File: src/ptp_pkg.sv
package ptp_pkg;

	// Field and register widths
	localparam int POS_W  = 12;
	localparam int SIZE_W = 13;
	localparam int FPS_W  = 8;
	localparam int FOV_W  = 8;
	localparam int OFF_W  = 12;
	localparam int ANG_W  = 17;
	localparam int IDX_W  = 3;
	localparam int CFG_W  = 13;

	// Datapath widths
	localparam int MISS_W   = 9;
	localparam int VEL_W    = 22;
	localparam int T_SHIFT  = 7;
	localparam int T_W      = SIZE_W + 2 + T_SHIFT;
	localparam int AIM_W    = VEL_W + 1;
	localparam int PROD_W   = 32;
	localparam int DIV_W    = PROD_W - 1;
	localparam int DEN_W    = SIZE_W;
	localparam int CNT_W    = $clog2(DIV_W + 1);
	localparam int PC_W     = 5;

	localparam logic [MISS_W-1:0] MISS_MAX = '1;
	localparam longint VEL_HI  = (64'sd1 <<< (VEL_W - 1)) - 64'sd1;
	localparam longint VEL_LO  = -VEL_HI - 64'sd1;
	localparam longint ANG_MAX = 46080;

	// Register reset values
	localparam logic [FPS_W-1:0]  FPS_RST    = FPS_W'(30);
	localparam logic [FOV_W-1:0]  FOV_RST    = FOV_W'(60);
	localparam logic [SIZE_W-1:0] WIDTH_RST  = SIZE_W'(640);
	localparam logic [SIZE_W-1:0] HEIGHT_RST = SIZE_W'(480);

	typedef enum logic [IDX_W-1:0] {
		REG_FPS,
		REG_FOV,
		REG_PREDICT,
		REG_GAP,
		REG_WIDTH,
		REG_HEIGHT,
		REG_OFF_X,
		REG_OFF_Y
	} reg_idx_t;

	typedef enum logic [4:0] {
		OP_NOP,
		OP_ACCEPT,
		OP_MUL_VM,
		OP_NUM_TP,
		OP_NUM_T,
		OP_NUM_P,
		OP_DIV_M1,
		OP_DIV_M,
		OP_DIV_SIZE,
		OP_VEL_QUO,
		OP_VEL_ADD,
		OP_AIM_TV,
		OP_MISS,
		OP_PLAIN,
		OP_ADD_OFF,
		OP_MUL_FOV,
		OP_OUT
	} op_t;

	// Hold the step while the condition stands
	typedef enum logic [1:0] {
		W_NONE,
		W_INPUT,
		W_DIV,
		W_OUT
	} hold_t;

	typedef enum logic [2:0] {
		JC_NONE,
		JC_ALWAYS,
		JC_MISS,
		JC_NO_PRED,
		JC_NO_GAP
	} cond_t;

	typedef logic [PC_W-1:0] pc_t;

	typedef struct packed {
		op_t   op;
		hold_t hold;
		cond_t jc;
		pc_t   target;
	} uword_t;

	localparam pc_t S_ACCEPT    = PC_W'(0);
	localparam pc_t S_TEST_DET  = PC_W'(1);
	localparam pc_t S_TEST_PRED = PC_W'(2);
	localparam pc_t S_MUL_VM    = PC_W'(3);
	localparam pc_t S_GAP_NUM   = PC_W'(4);
	localparam pc_t S_GAP_DIV   = PC_W'(5);
	localparam pc_t S_GAP_WAIT  = PC_W'(6);
	localparam pc_t S_GAP_VEL   = PC_W'(7);
	localparam pc_t S_ACC_NUM   = PC_W'(8);
	localparam pc_t S_ACC_DIV   = PC_W'(9);
	localparam pc_t S_ACC_WAIT  = PC_W'(10);
	localparam pc_t S_ACC_VEL   = PC_W'(11);
	localparam pc_t S_AIM_TV    = PC_W'(12);
	localparam pc_t S_MISS      = PC_W'(13);
	localparam pc_t S_PLAIN     = PC_W'(14);
	localparam pc_t S_ADD_OFF   = PC_W'(15);
	localparam pc_t S_MUL_FOV   = PC_W'(16);
	localparam pc_t S_ANG_NUM   = PC_W'(17);
	localparam pc_t S_ANG_DIV   = PC_W'(18);
	localparam pc_t S_ANG_WAIT  = PC_W'(19);
	localparam pc_t S_OUT       = PC_W'(20);

	// Control store
	function automatic uword_t ucode(input pc_t pc);
		uword_t w;
		unique case (pc)
			S_ACCEPT:    w = '{OP_ACCEPT,   W_INPUT, JC_NONE,    S_ACCEPT};
			S_TEST_DET:  w = '{OP_NOP,      W_NONE,  JC_MISS,    S_MISS};
			S_TEST_PRED: w = '{OP_NOP,      W_NONE,  JC_NO_PRED, S_PLAIN};
			S_MUL_VM:    w = '{OP_MUL_VM,   W_NONE,  JC_NO_GAP,  S_ACC_NUM};
			S_GAP_NUM:   w = '{OP_NUM_TP,   W_NONE,  JC_NONE,    S_ACCEPT};
			S_GAP_DIV:   w = '{OP_DIV_M1,   W_NONE,  JC_NONE,    S_ACCEPT};
			S_GAP_WAIT:  w = '{OP_NOP,      W_DIV,   JC_NONE,    S_ACCEPT};
			S_GAP_VEL:   w = '{OP_VEL_QUO,  W_NONE,  JC_ALWAYS,  S_AIM_TV};
			S_ACC_NUM:   w = '{OP_NUM_T,    W_NONE,  JC_NONE,    S_ACCEPT};
			S_ACC_DIV:   w = '{OP_DIV_M,    W_NONE,  JC_NONE,    S_ACCEPT};
			S_ACC_WAIT:  w = '{OP_NOP,      W_DIV,   JC_NONE,    S_ACCEPT};
			S_ACC_VEL:   w = '{OP_VEL_ADD,  W_NONE,  JC_NONE,    S_ACCEPT};
			S_AIM_TV:    w = '{OP_AIM_TV,   W_NONE,  JC_ALWAYS,  S_ADD_OFF};
			S_MISS:      w = '{OP_MISS,     W_NONE,  JC_ALWAYS,  S_ADD_OFF};
			S_PLAIN:     w = '{OP_PLAIN,    W_NONE,  JC_NONE,    S_ACCEPT};
			S_ADD_OFF:   w = '{OP_ADD_OFF,  W_NONE,  JC_NONE,    S_ACCEPT};
			S_MUL_FOV:   w = '{OP_MUL_FOV,  W_NONE,  JC_NONE,    S_ACCEPT};
			S_ANG_NUM:   w = '{OP_NUM_P,    W_NONE,  JC_NONE,    S_ACCEPT};
			S_ANG_DIV:   w = '{OP_DIV_SIZE, W_NONE,  JC_NONE,    S_ACCEPT};
			S_ANG_WAIT:  w = '{OP_NOP,      W_DIV,   JC_NONE,    S_ACCEPT};
			S_OUT:       w = '{OP_OUT,      W_OUT,   JC_ALWAYS,  S_ACCEPT};
			default:     w = '{OP_NOP,      W_NONE,  JC_ALWAYS,  S_ACCEPT};
		endcase
		return w;
	endfunction

	function automatic logic signed [VEL_W-1:0] sat_vel(input logic signed [PROD_W-1:0] v);
		logic signed [VEL_W-1:0] r;
		if (v > VEL_HI)
			r = VEL_W'(VEL_HI);
		else if (v < VEL_LO)
			r = VEL_W'(VEL_LO);
		else
			r = v[VEL_W-1:0];
		return r;
	endfunction

	function automatic logic signed [ANG_W-1:0] sat_ang(input logic signed [PROD_W-1:0] v);
		logic signed [ANG_W-1:0] r;
		if (v > ANG_MAX)
			r = ANG_W'(ANG_MAX);
		else if (v < -ANG_MAX)
			r = ANG_W'(-ANG_MAX);
		else
			r = v[ANG_W-1:0];
		return r;
	endfunction

endpackage

File: src/ptp_div.sv
module ptp_div (
	input  logic                               clk,
	input  logic                               arst_n,
	input  logic                               start,
	input  logic signed [ptp_pkg::PROD_W-1:0] num,
	input  logic        [ptp_pkg::DEN_W-1:0]  den,
	output logic signed [ptp_pkg::PROD_W-1:0] quo,
	output logic                               last
);
	import ptp_pkg::*;

	logic [DIV_W-1:0]  dvd_q;
	logic [DEN_W-1:0]  rem_q;
	logic [DEN_W-1:0]  den_q;
	logic              neg_q;
	logic [CNT_W-1:0]  cnt_q;

	logic              neg;
	logic [PROD_W-1:0] load_sum;
	logic [DEN_W:0]    trial;
	logic              fits;
	logic signed [PROD_W-1:0] qext;

	// Magnitude plus half the divisor gives round-half-away once the sign is put back
	assign neg      = num[PROD_W-1];
	assign load_sum = (neg ? ~num : num) + {{(PROD_W-1){1'b0}}, neg}
		+ {{(PROD_W-DEN_W){1'b0}}, den >> 1};

	assign trial = {rem_q, dvd_q[DIV_W-1]} - {1'b0, den_q};
	assign fits  = ~trial[DEN_W];

	assign qext = $signed({1'b0, dvd_q});
	assign quo  = neg_q ? -qext : qext;
	assign last = (cnt_q == CNT_W'(1));

	always_ff @(posedge clk or negedge arst_n) begin
		if (!arst_n) begin
			cnt_q <= '0;
		end else if (start) begin
			cnt_q <= CNT_W'(DIV_W);
		end else if (cnt_q != '0) begin
			cnt_q <= cnt_q - CNT_W'(1);
		end
	end

	always_ff @(posedge clk) begin
		if (start) begin
			dvd_q <= load_sum[DIV_W-1:0];
			rem_q <= '0;
			den_q <= den;
			neg_q <= neg;
		end else if (cnt_q != '0) begin
			rem_q <= fits ? trial[DEN_W-1:0] : {rem_q[DEN_W-2:0], dvd_q[DIV_W-1]};
			dvd_q <= {dvd_q[DIV_W-2:0], fits};
		end
	end

endmodule

File: src/pan_tilt_target_predictor.sv
// Pan/tilt target predictor. One transfer in per camera frame (detect flag and target
// pixel), one transfer out per frame (horizontal and vertical aim angle, signed Q8.8
// degrees, clamped to +-180). A small control store sequences a shared datapath with
// one lane for each axis; both lanes run the same step. The result is loaded once the
// angle division ends when the target is missed or detected without prediction, and
// after a velocity division as well when the velocity is updated; the load waits while
// the output register stays full, and the next input transfer can follow in the cycle
// after the load. Each lane has a radix-2 divider, used once for the angle and once
// more for a velocity update. One frame is in flight at a time; the next input transfer
// is taken once the result is loaded, even while that result still waits to be taken.
// Registers may be written only while no frame is in flight.
module pan_tilt_target_predictor (
	input  logic                              clk,
	input  logic                              arst_n,
	input  logic                              in_valid,
	output logic                              in_stall,
	input  logic                              detected,
	input  logic        [ptp_pkg::POS_W-1:0]  pos_x,
	input  logic        [ptp_pkg::POS_W-1:0]  pos_y,
	output logic                              out_valid,
	input  logic                              out_stall,
	output logic signed [ptp_pkg::ANG_W-1:0]  angle_x,
	output logic signed [ptp_pkg::ANG_W-1:0]  angle_y,
	input  logic                              cfg_we,
	input  logic        [ptp_pkg::IDX_W-1:0]  cfg_index,
	input  logic        [ptp_pkg::CFG_W-1:0]  cfg_data
);
	import ptp_pkg::*;

	// Configuration registers
	logic [FPS_W-1:0]         fps_q;
	logic [FOV_W-1:0]         fov_q;
	logic                     predict_q;
	logic                     gap_q;
	logic [SIZE_W-1:0]        width_q;
	logic [SIZE_W-1:0]        height_q;
	logic signed [OFF_W-1:0]  off_x_q;
	logic signed [OFF_W-1:0]  off_y_q;

	always_ff @(posedge clk or negedge arst_n) begin
		if (!arst_n) begin
			fps_q     <= FPS_RST;
			fov_q     <= FOV_RST;
			predict_q <= 1'b0;
			gap_q     <= 1'b1;
			width_q   <= WIDTH_RST;
			height_q  <= HEIGHT_RST;
			off_x_q   <= '0;
			off_y_q   <= '0;
		end else if (cfg_we) begin
			unique case (reg_idx_t'(cfg_index))
				REG_FPS:     fps_q     <= cfg_data[FPS_W-1:0];
				REG_FOV:     fov_q     <= cfg_data[FOV_W-1:0];
				REG_PREDICT: predict_q <= cfg_data[0];
				REG_GAP:     gap_q     <= cfg_data[0];
				REG_WIDTH:   width_q   <= cfg_data[SIZE_W-1:0];
				REG_HEIGHT:  height_q  <= cfg_data[SIZE_W-1:0];
				REG_OFF_X:   off_x_q   <= $signed(cfg_data[OFF_W-1:0]);
				REG_OFF_Y:   off_y_q   <= $signed(cfg_data[OFF_W-1:0]);
			endcase
		end
	end

	// Sequencer
	pc_t                 pc_q;
	uword_t              uw;
	logic                hold;
	logic                take;
	logic                go;
	logic                det_q;
	logic                first_q;
	logic [MISS_W-1:0]   miss_q;
	logic [MISS_W-1:0]   m;
	logic [MISS_W-1:0]   miss_inc;
	logic                vel_clear;
	logic                out_valid_q;
	logic                div_start;
	logic [1:0]          div_last;

	assign uw = ucode(pc_q);

	always_comb begin
		unique case (uw.hold)
			W_NONE:  hold = 1'b0;
			W_INPUT: hold = ~in_valid;
			W_DIV:   hold = ~(&div_last);
			W_OUT:   hold = out_valid_q & out_stall;
			default: hold = 1'b0;
		endcase
	end

	always_comb begin
		unique case (uw.jc)
			JC_NONE:    take = 1'b0;
			JC_ALWAYS:  take = 1'b1;
			JC_MISS:    take = ~det_q;
			JC_NO_PRED: take = ~(predict_q & ~first_q);
			JC_NO_GAP:  take = ~((miss_q > MISS_W'(1)) & gap_q);
			default:    take = 1'b0;
		endcase
	end

	assign go        = ~hold;
	assign in_stall  = (uw.op != OP_ACCEPT);
	assign out_valid = out_valid_q;
	assign div_start = go & (uw.op == OP_DIV_M1 || uw.op == OP_DIV_M || uw.op == OP_DIV_SIZE);

	assign m         = (miss_q == '0) ? MISS_W'(1) : miss_q;
	assign miss_inc  = (miss_q == MISS_MAX) ? miss_q : miss_q + MISS_W'(1);
	assign vel_clear = (miss_inc > {1'b0, fps_q});

	always_ff @(posedge clk or negedge arst_n) begin
		if (!arst_n) begin
			pc_q        <= S_ACCEPT;
			det_q       <= 1'b0;
			first_q     <= 1'b1;
			miss_q      <= '0;
			out_valid_q <= 1'b0;
		end else begin
			if (!hold)
				pc_q <= take ? uw.target : pc_q + PC_W'(1);
			if (go) begin
				unique case (uw.op)
					OP_ACCEPT: det_q <= detected;
					OP_AIM_TV: miss_q <= MISS_W'(1);
					OP_PLAIN: begin
						miss_q  <= MISS_W'(1);
						first_q <= 1'b0;
					end
					OP_MISS: begin
						miss_q  <= miss_inc;
						first_q <= 1'b1;
					end
					default: ;
				endcase
			end
			if (go && uw.op == OP_OUT)
				out_valid_q <= 1'b1;
			else if (!out_stall)
				out_valid_q <= 1'b0;
		end
	end

	// Axis lanes: index 0 is horizontal, 1 is vertical
	logic        [POS_W-1:0]  pos_l  [2];
	logic        [SIZE_W-1:0] size_l [2];
	logic signed [OFF_W-1:0]  off_l  [2];
	logic signed [ANG_W-1:0]  ang_l  [2];

	assign pos_l[0]  = pos_x;
	assign pos_l[1]  = pos_y;
	assign size_l[0] = width_q;
	assign size_l[1] = height_q;
	assign off_l[0]  = off_x_q;
	assign off_l[1]  = off_y_q;
	assign angle_x   = ang_l[0];
	assign angle_y   = ang_l[1];

	for (genvar l = 0; l < 2; l++) begin : g_lane
		logic signed [T_W-1:0]        t_q;
		logic signed [VEL_W-1:0]      vel_q;
		logic signed [AIM_W-1:0]      aim_q;
		logic signed [PROD_W-1:0]     prod_q;
		logic signed [PROD_W-1:0]     num_q;
		logic signed [ANG_W-1:0]      ang_q;

		logic signed [T_W-T_SHIFT-1:0] diff;
		logic signed [T_W-1:0]        t_new;
		logic signed [PROD_W-1:0]     mul_vm;
		logic signed [PROD_W-1:0]     mul_fov;
		logic signed [PROD_W-1:0]     num_tp;
		logic signed [PROD_W-1:0]     vel_add;
		logic signed [AIM_W-1:0]      aim_tv;
		logic signed [AIM_W-1:0]      aim_off;
		logic        [DEN_W-1:0]      den;
		logic signed [PROD_W-1:0]     quo;

		// Offset from the screen center in half pixels, scaled to Q.8 pixels
		assign diff    = $signed({2'b00, pos_l[l], 1'b0}) - $signed({2'b00, size_l[l]});
		assign t_new   = {diff, {T_SHIFT{1'b0}}};
		assign mul_vm  = vel_q * $signed({1'b0, m});
		assign mul_fov = aim_q * $signed({1'b0, fov_q});
		assign num_tp  = t_q + prod_q;
		assign vel_add = quo + vel_q;
		assign aim_tv  = t_q + vel_q;
		assign aim_off = aim_q + $signed({off_l[l], 8'h00});

		always_comb begin
			unique case (uw.op)
				OP_DIV_M1: den = DEN_W'(m) + DEN_W'(1);
				OP_DIV_M:  den = DEN_W'(m);
				default:   den = (size_l[l] == '0) ? DEN_W'(1) : size_l[l];
			endcase
		end

		ptp_div u_div (
			.clk    (clk),
			.arst_n (arst_n),
			.start  (div_start),
			.num    (num_q),
			.den    (den),
			.quo    (quo),
			.last   (div_last[l])
		);

		always_ff @(posedge clk or negedge arst_n) begin
			if (!arst_n) begin
				vel_q <= '0;
			end else if (go) begin
				unique case (uw.op)
					OP_VEL_QUO: vel_q <= sat_vel(quo);
					OP_VEL_ADD: vel_q <= sat_vel(vel_add);
					OP_MISS: begin
						if (vel_clear)
							vel_q <= '0;
					end
					default: ;
				endcase
			end
		end

		always_ff @(posedge clk) begin
			if (go) begin
				unique case (uw.op)
					OP_ACCEPT:  t_q    <= t_new;
					OP_MUL_VM:  prod_q <= mul_vm;
					OP_NUM_TP:  num_q  <= num_tp;
					OP_NUM_T:   num_q  <= {{(PROD_W-T_W){t_q[T_W-1]}}, t_q};
					OP_NUM_P:   num_q  <= prod_q;
					OP_AIM_TV:  aim_q  <= aim_tv;
					OP_MISS:    aim_q  <= vel_clear ? '0 : {vel_q[VEL_W-1], vel_q};
					OP_PLAIN:   aim_q  <= {{(AIM_W-T_W){t_q[T_W-1]}}, t_q};
					OP_ADD_OFF: aim_q  <= aim_off;
					OP_MUL_FOV: prod_q <= mul_fov;
					OP_OUT:     ang_q  <= sat_ang(quo);
					default: ;
				endcase
			end
		end

		assign ang_l[l] = ang_q;
	end

endmodule

File: config.mk
export PLATFORM = sky130hd
export DESIGN_NAME = pan_tilt_target_predictor
export DESIGN_NICKNAME = d
export VERILOG_FILES = /design/src/ptp_pkg.sv /design/src/ptp_div.sv /design/src/pan_tilt_target_predictor.sv
export SDC_FILE = /design/constraint.sdc
export NUM_CORES = 2
export LEC_CHECK = 0
export BUFFER_PORTS_ARGS = -buffer_cell sky130_fd_sc_hd__buf_2
export CAP_MARGIN = 20
export CORE_UTILIZATION = 55
export DETAILED_ROUTE_END_ITERATION = 6
export GPL_ROUTABILITY_DRIVEN = 0
export PLACE_DENSITY = 0.77
export REMOVE_ABC_BUFFERS = 1
export SLEW_MARGIN = 20
export SYNTH_ARGS = -nofsm -noshare
export SYNTH_HDL_FRONTEND = slang
export SYNTH_SLANG_ARGS = --single-unit
File: constraint.sdc
create_clock -name clk -period 16.27 [get_ports clk]
set_input_delay 1.627 -clock clk [delete_from_list [all_inputs] [get_ports clk]]
set_output_delay 1.627 -clock clk [all_outputs]
set_load 0.1 [all_outputs]
==> reports/results.tsv <==
stage	metric	value	unit
synth	sequential area share after synthesis	0.216	
cells_and_area	Final Core Density	0.589	
clock_network	CTS H-tree depth	2	
critical_path	Critical path destination	g_lane[1].prod_q[31]	
timing	max-slew violations	0	
timing	fin crit share	0.488	
grt	vias in the first global route	52672	
grt	first-pass GRT wire length	279	mm
cells_and_area	register area	13800	um^2
timing	Finish-stage setup viols	0	
die	DIE AREA	118000	um^2
drt	DR pass1 iterations	7	
clock_network	TritonCTS Sinks	491	
placement	post-DP HPWL	135	mm
timing	f_max	0.126	GHz
synth	Syn. warnings	0	
cells_and_area	share of cells above drive strength 1	0.0577	
die	I/O pins	82	
flow_run	Max Cap Violations	0	
synth	Distinct cells, synth	106	
clock_network	worst-skew pair later-pin latency	0.66	ns
synth	EDFF count, synth	326	
die	Row Count	124	
critical_path	worst r2r src	miss_q[0]	
synth	Post-Syn Instances	7333	
cells_and_area	Layout area overhead	5.72	%
placement	port buffer count	81	
critical_path	Worst path max stage delay	0.80	ns
critical_path	Critical Path Start Type	flip-flop	
timing	clock skew	0.0268	ns
cells_and_area	most frequent cells in the layout	inv_1, nand2_1, fa_1	
drt	Vias/cell	6.07	
hold_path	worst hold stages	1	
timing	RSZ-0062 raised after global routing	false	
clock_network	CTS Root Cell	clkbuf_16	
cells_and_area	Fillers	9752	
critical_path	CP Launch Point	miss_q[0]	
synth	Synth Cell Area	64000	um^2
clock_network	Clock Pin Slew Worst Setup and Hold Paths	0.06	ns
clock_network	clock buffer depth	3	
grt	All-Layer GR Usage	0.296	
cells_and_area	fin area	67700	um^2
timing	Hold Vio Cnt, Final	0	
critical_path	crit end category	flip-flop	
clock_network	setup bufs post-CTS	0	
clock_network	total CTS buffers	53	
synth	Post-synth ARST share	0.283	
synth	#FFs+latches synth	491	
synth	Post-synth top flop	edfxtp_1	
drt	final antenna-violating net count	0	
hold_path	HP Class	reg -> reg	
cells_and_area	most common cell after layout, fill and taps aside	inv_1	
die	Chip Width	343	um
timing	Fin Hold WS	0.507	ns
critical_path	reg2reg setup slack	8.33	ns
critical_path	Worst R2R Path Depth	28	
critical_path	Worst path slowest cell	a2111oi_0	
placement	Cell Area, Placed	65700	um^2
synth	synthesized area per cell	8.73	um^2
die	Core Box Area	115000	um^2
grt	initial antenna violation count	10	
drt	residual DRC count	0	
grt	gr ovfl total	0	
critical_path	crit path max fanout	42	
clock_network	hold buffers post-CTS	0	
critical_path	critical path required time	16.63	ns
timing	max_slew headroom	0.216	
clock_network	TritonCTS clock tree	done	
grt	largest net degree at the start of global routing	82	
timing	Min Clock Period, post-route	7.94	ns
die	Initial Utilization	0.558	
drt	number of vias in the routed layout	53236	
drt	drt total wl	174	mm
timing	Slew @ Worst Pin	1.17	ns
timing	setup TNS	0	ns
cells_and_area	# nets final	8421	
drt	drt wl/cell	19.8	um
drt	initial DRC count	4722	
clock_network	post-cts sizing count	0	
critical_path	CP arrival	8.30	ns
cells_and_area	area of the multi-input gates	45300	um^2
run_status	status	finished clean	
critical_path	RR Endpoint	g_lane[1].prod_q[31]	
die	Die Height	343	um
critical_path	critical path class	reg -> reg	
==> Yosys cell counts (16+ instances only) <==
library cell	number	area share
o21bai_1	46	0.0054
o211ai_1	38	0.0045
a21oi_1	432	0.034
nand2_1	882	0.052
dfstp_2	16	0.0066
inv_1	1006	0.059
a211oi_1	58	0.0068
xor2_1	173	0.024
a211o_1	22	0.0030
a21o_1	118	0.014
a31o_2	16	0.0022
dfrtp_1	123	0.048
nor3_1	93	0.0073
nor2_1	349	0.020
o22ai_1	28	0.0027
or2_2	16	0.0016
o21a_1	49	0.0057
nor2b_1	82	0.0080
o41ai_1	27	0.0037
nand2b_1	63	0.0062
xnor2_1	252	0.034
clkbuf_1	271	0.016
dfxtp_1	26	0.0081
mux2i_1	49	0.0077
fa_1	630	0.20
o21ai_0	342	0.027
a21boi_0	47	0.0055
nor4_1	30	0.0029
edfxtp_1	326	0.15
a31oi_1	74	0.0072
ha_1	530	0.10
buf_1	32	0.0019
and2_1	389	0.038
nand3_1	147	0.011
o31ai_1	48	0.0056
and3_1	50	0.0049
mux2_2	53	0.0093
o22a_1	16	0.0022
or3_1	49	0.0048
nand4_1	43	0.0042
==> worst min path at each step <==
stage,startpoint,endpoint,slack (ns)
CTS,det_q,det_q,0.51
global route,det_q,det_q,0.53
finish,det_q,det_q,0.51
detailed placement,fov_q[0],fov_q[0],0.50
global placement,fov_q[0],fov_q[0],0.49
floorplan,det_q,det_q,0.47
==> stage by stage <==
stage               instances  setup slack, ns
floorplan                7011             7.33
global placement         8672             8.60
detailed placement       8672             8.48
CTS                      8772             8.41
global route             8772             7.82
finish                   8773             8.33
==> critical path: cells and delay by family, from the launching register on <==
family                   cells  cell delay, ns
AO/OA/AOI/OAI               11            2.64
adder cells (fa/ha/maj)      7            3.14
buffers and inverters        7            0.99
flip-flops                   1            0.45
AND/OR/NAND/NOR              3            0.42
==> flip-flops by register name, indices dropped and copies added (netlist names), 26 cells and up <==
signal and count:
g_lane.aim_q 46, g_lane.num_q 64, g_lane.prod_q 64, g_lane.t_q 28, g_lane.u_div.den_q 26, g_lane.u_div.dvd_q 62, g_lane.u_div.rem_q 26, g_lane.vel_q 44
==> logic make-up (layout without fill, tap and decap cells) <==
kind of cell,count (synthesis),in the layout,share of synthesized area
AO/OA/AOI/OAI,1538,1538,0.156
XOR/XNOR,425,425,0.0581
adder cells (fa/ha/maj),1160,1160,0.301
buffers and inverters,1333,1260,0.0789
flip-flops,491,491,0.216
multiplexers,103,103,0.0173
other,0,1,0
AND/OR/NAND/NOR,2283,2283,0.173
==> cell type report <==
type	instances	share of cell area
repair buffers	149	0.0136
diodes	1	0.0000370
clock inverters	36	0.00645
clock buffers	64	0.0222
inverters	1011	0.0561
multi-input cells	5509	0.670
well taps	1512	0.0280
flip-flops and latches	491	0.204
==> per-layer routing <==
metal / global-route usage / wire (um)
met1: 0.403 / 71200
met2: 0.463 / 77200
met3: 0.0651 / 18400
met4: 0.108 / 6540
met5: 0 / 146
Power is not shown: default switching activity piles up to over one toggle a cycle in this logic, so the estimate is an artifact.
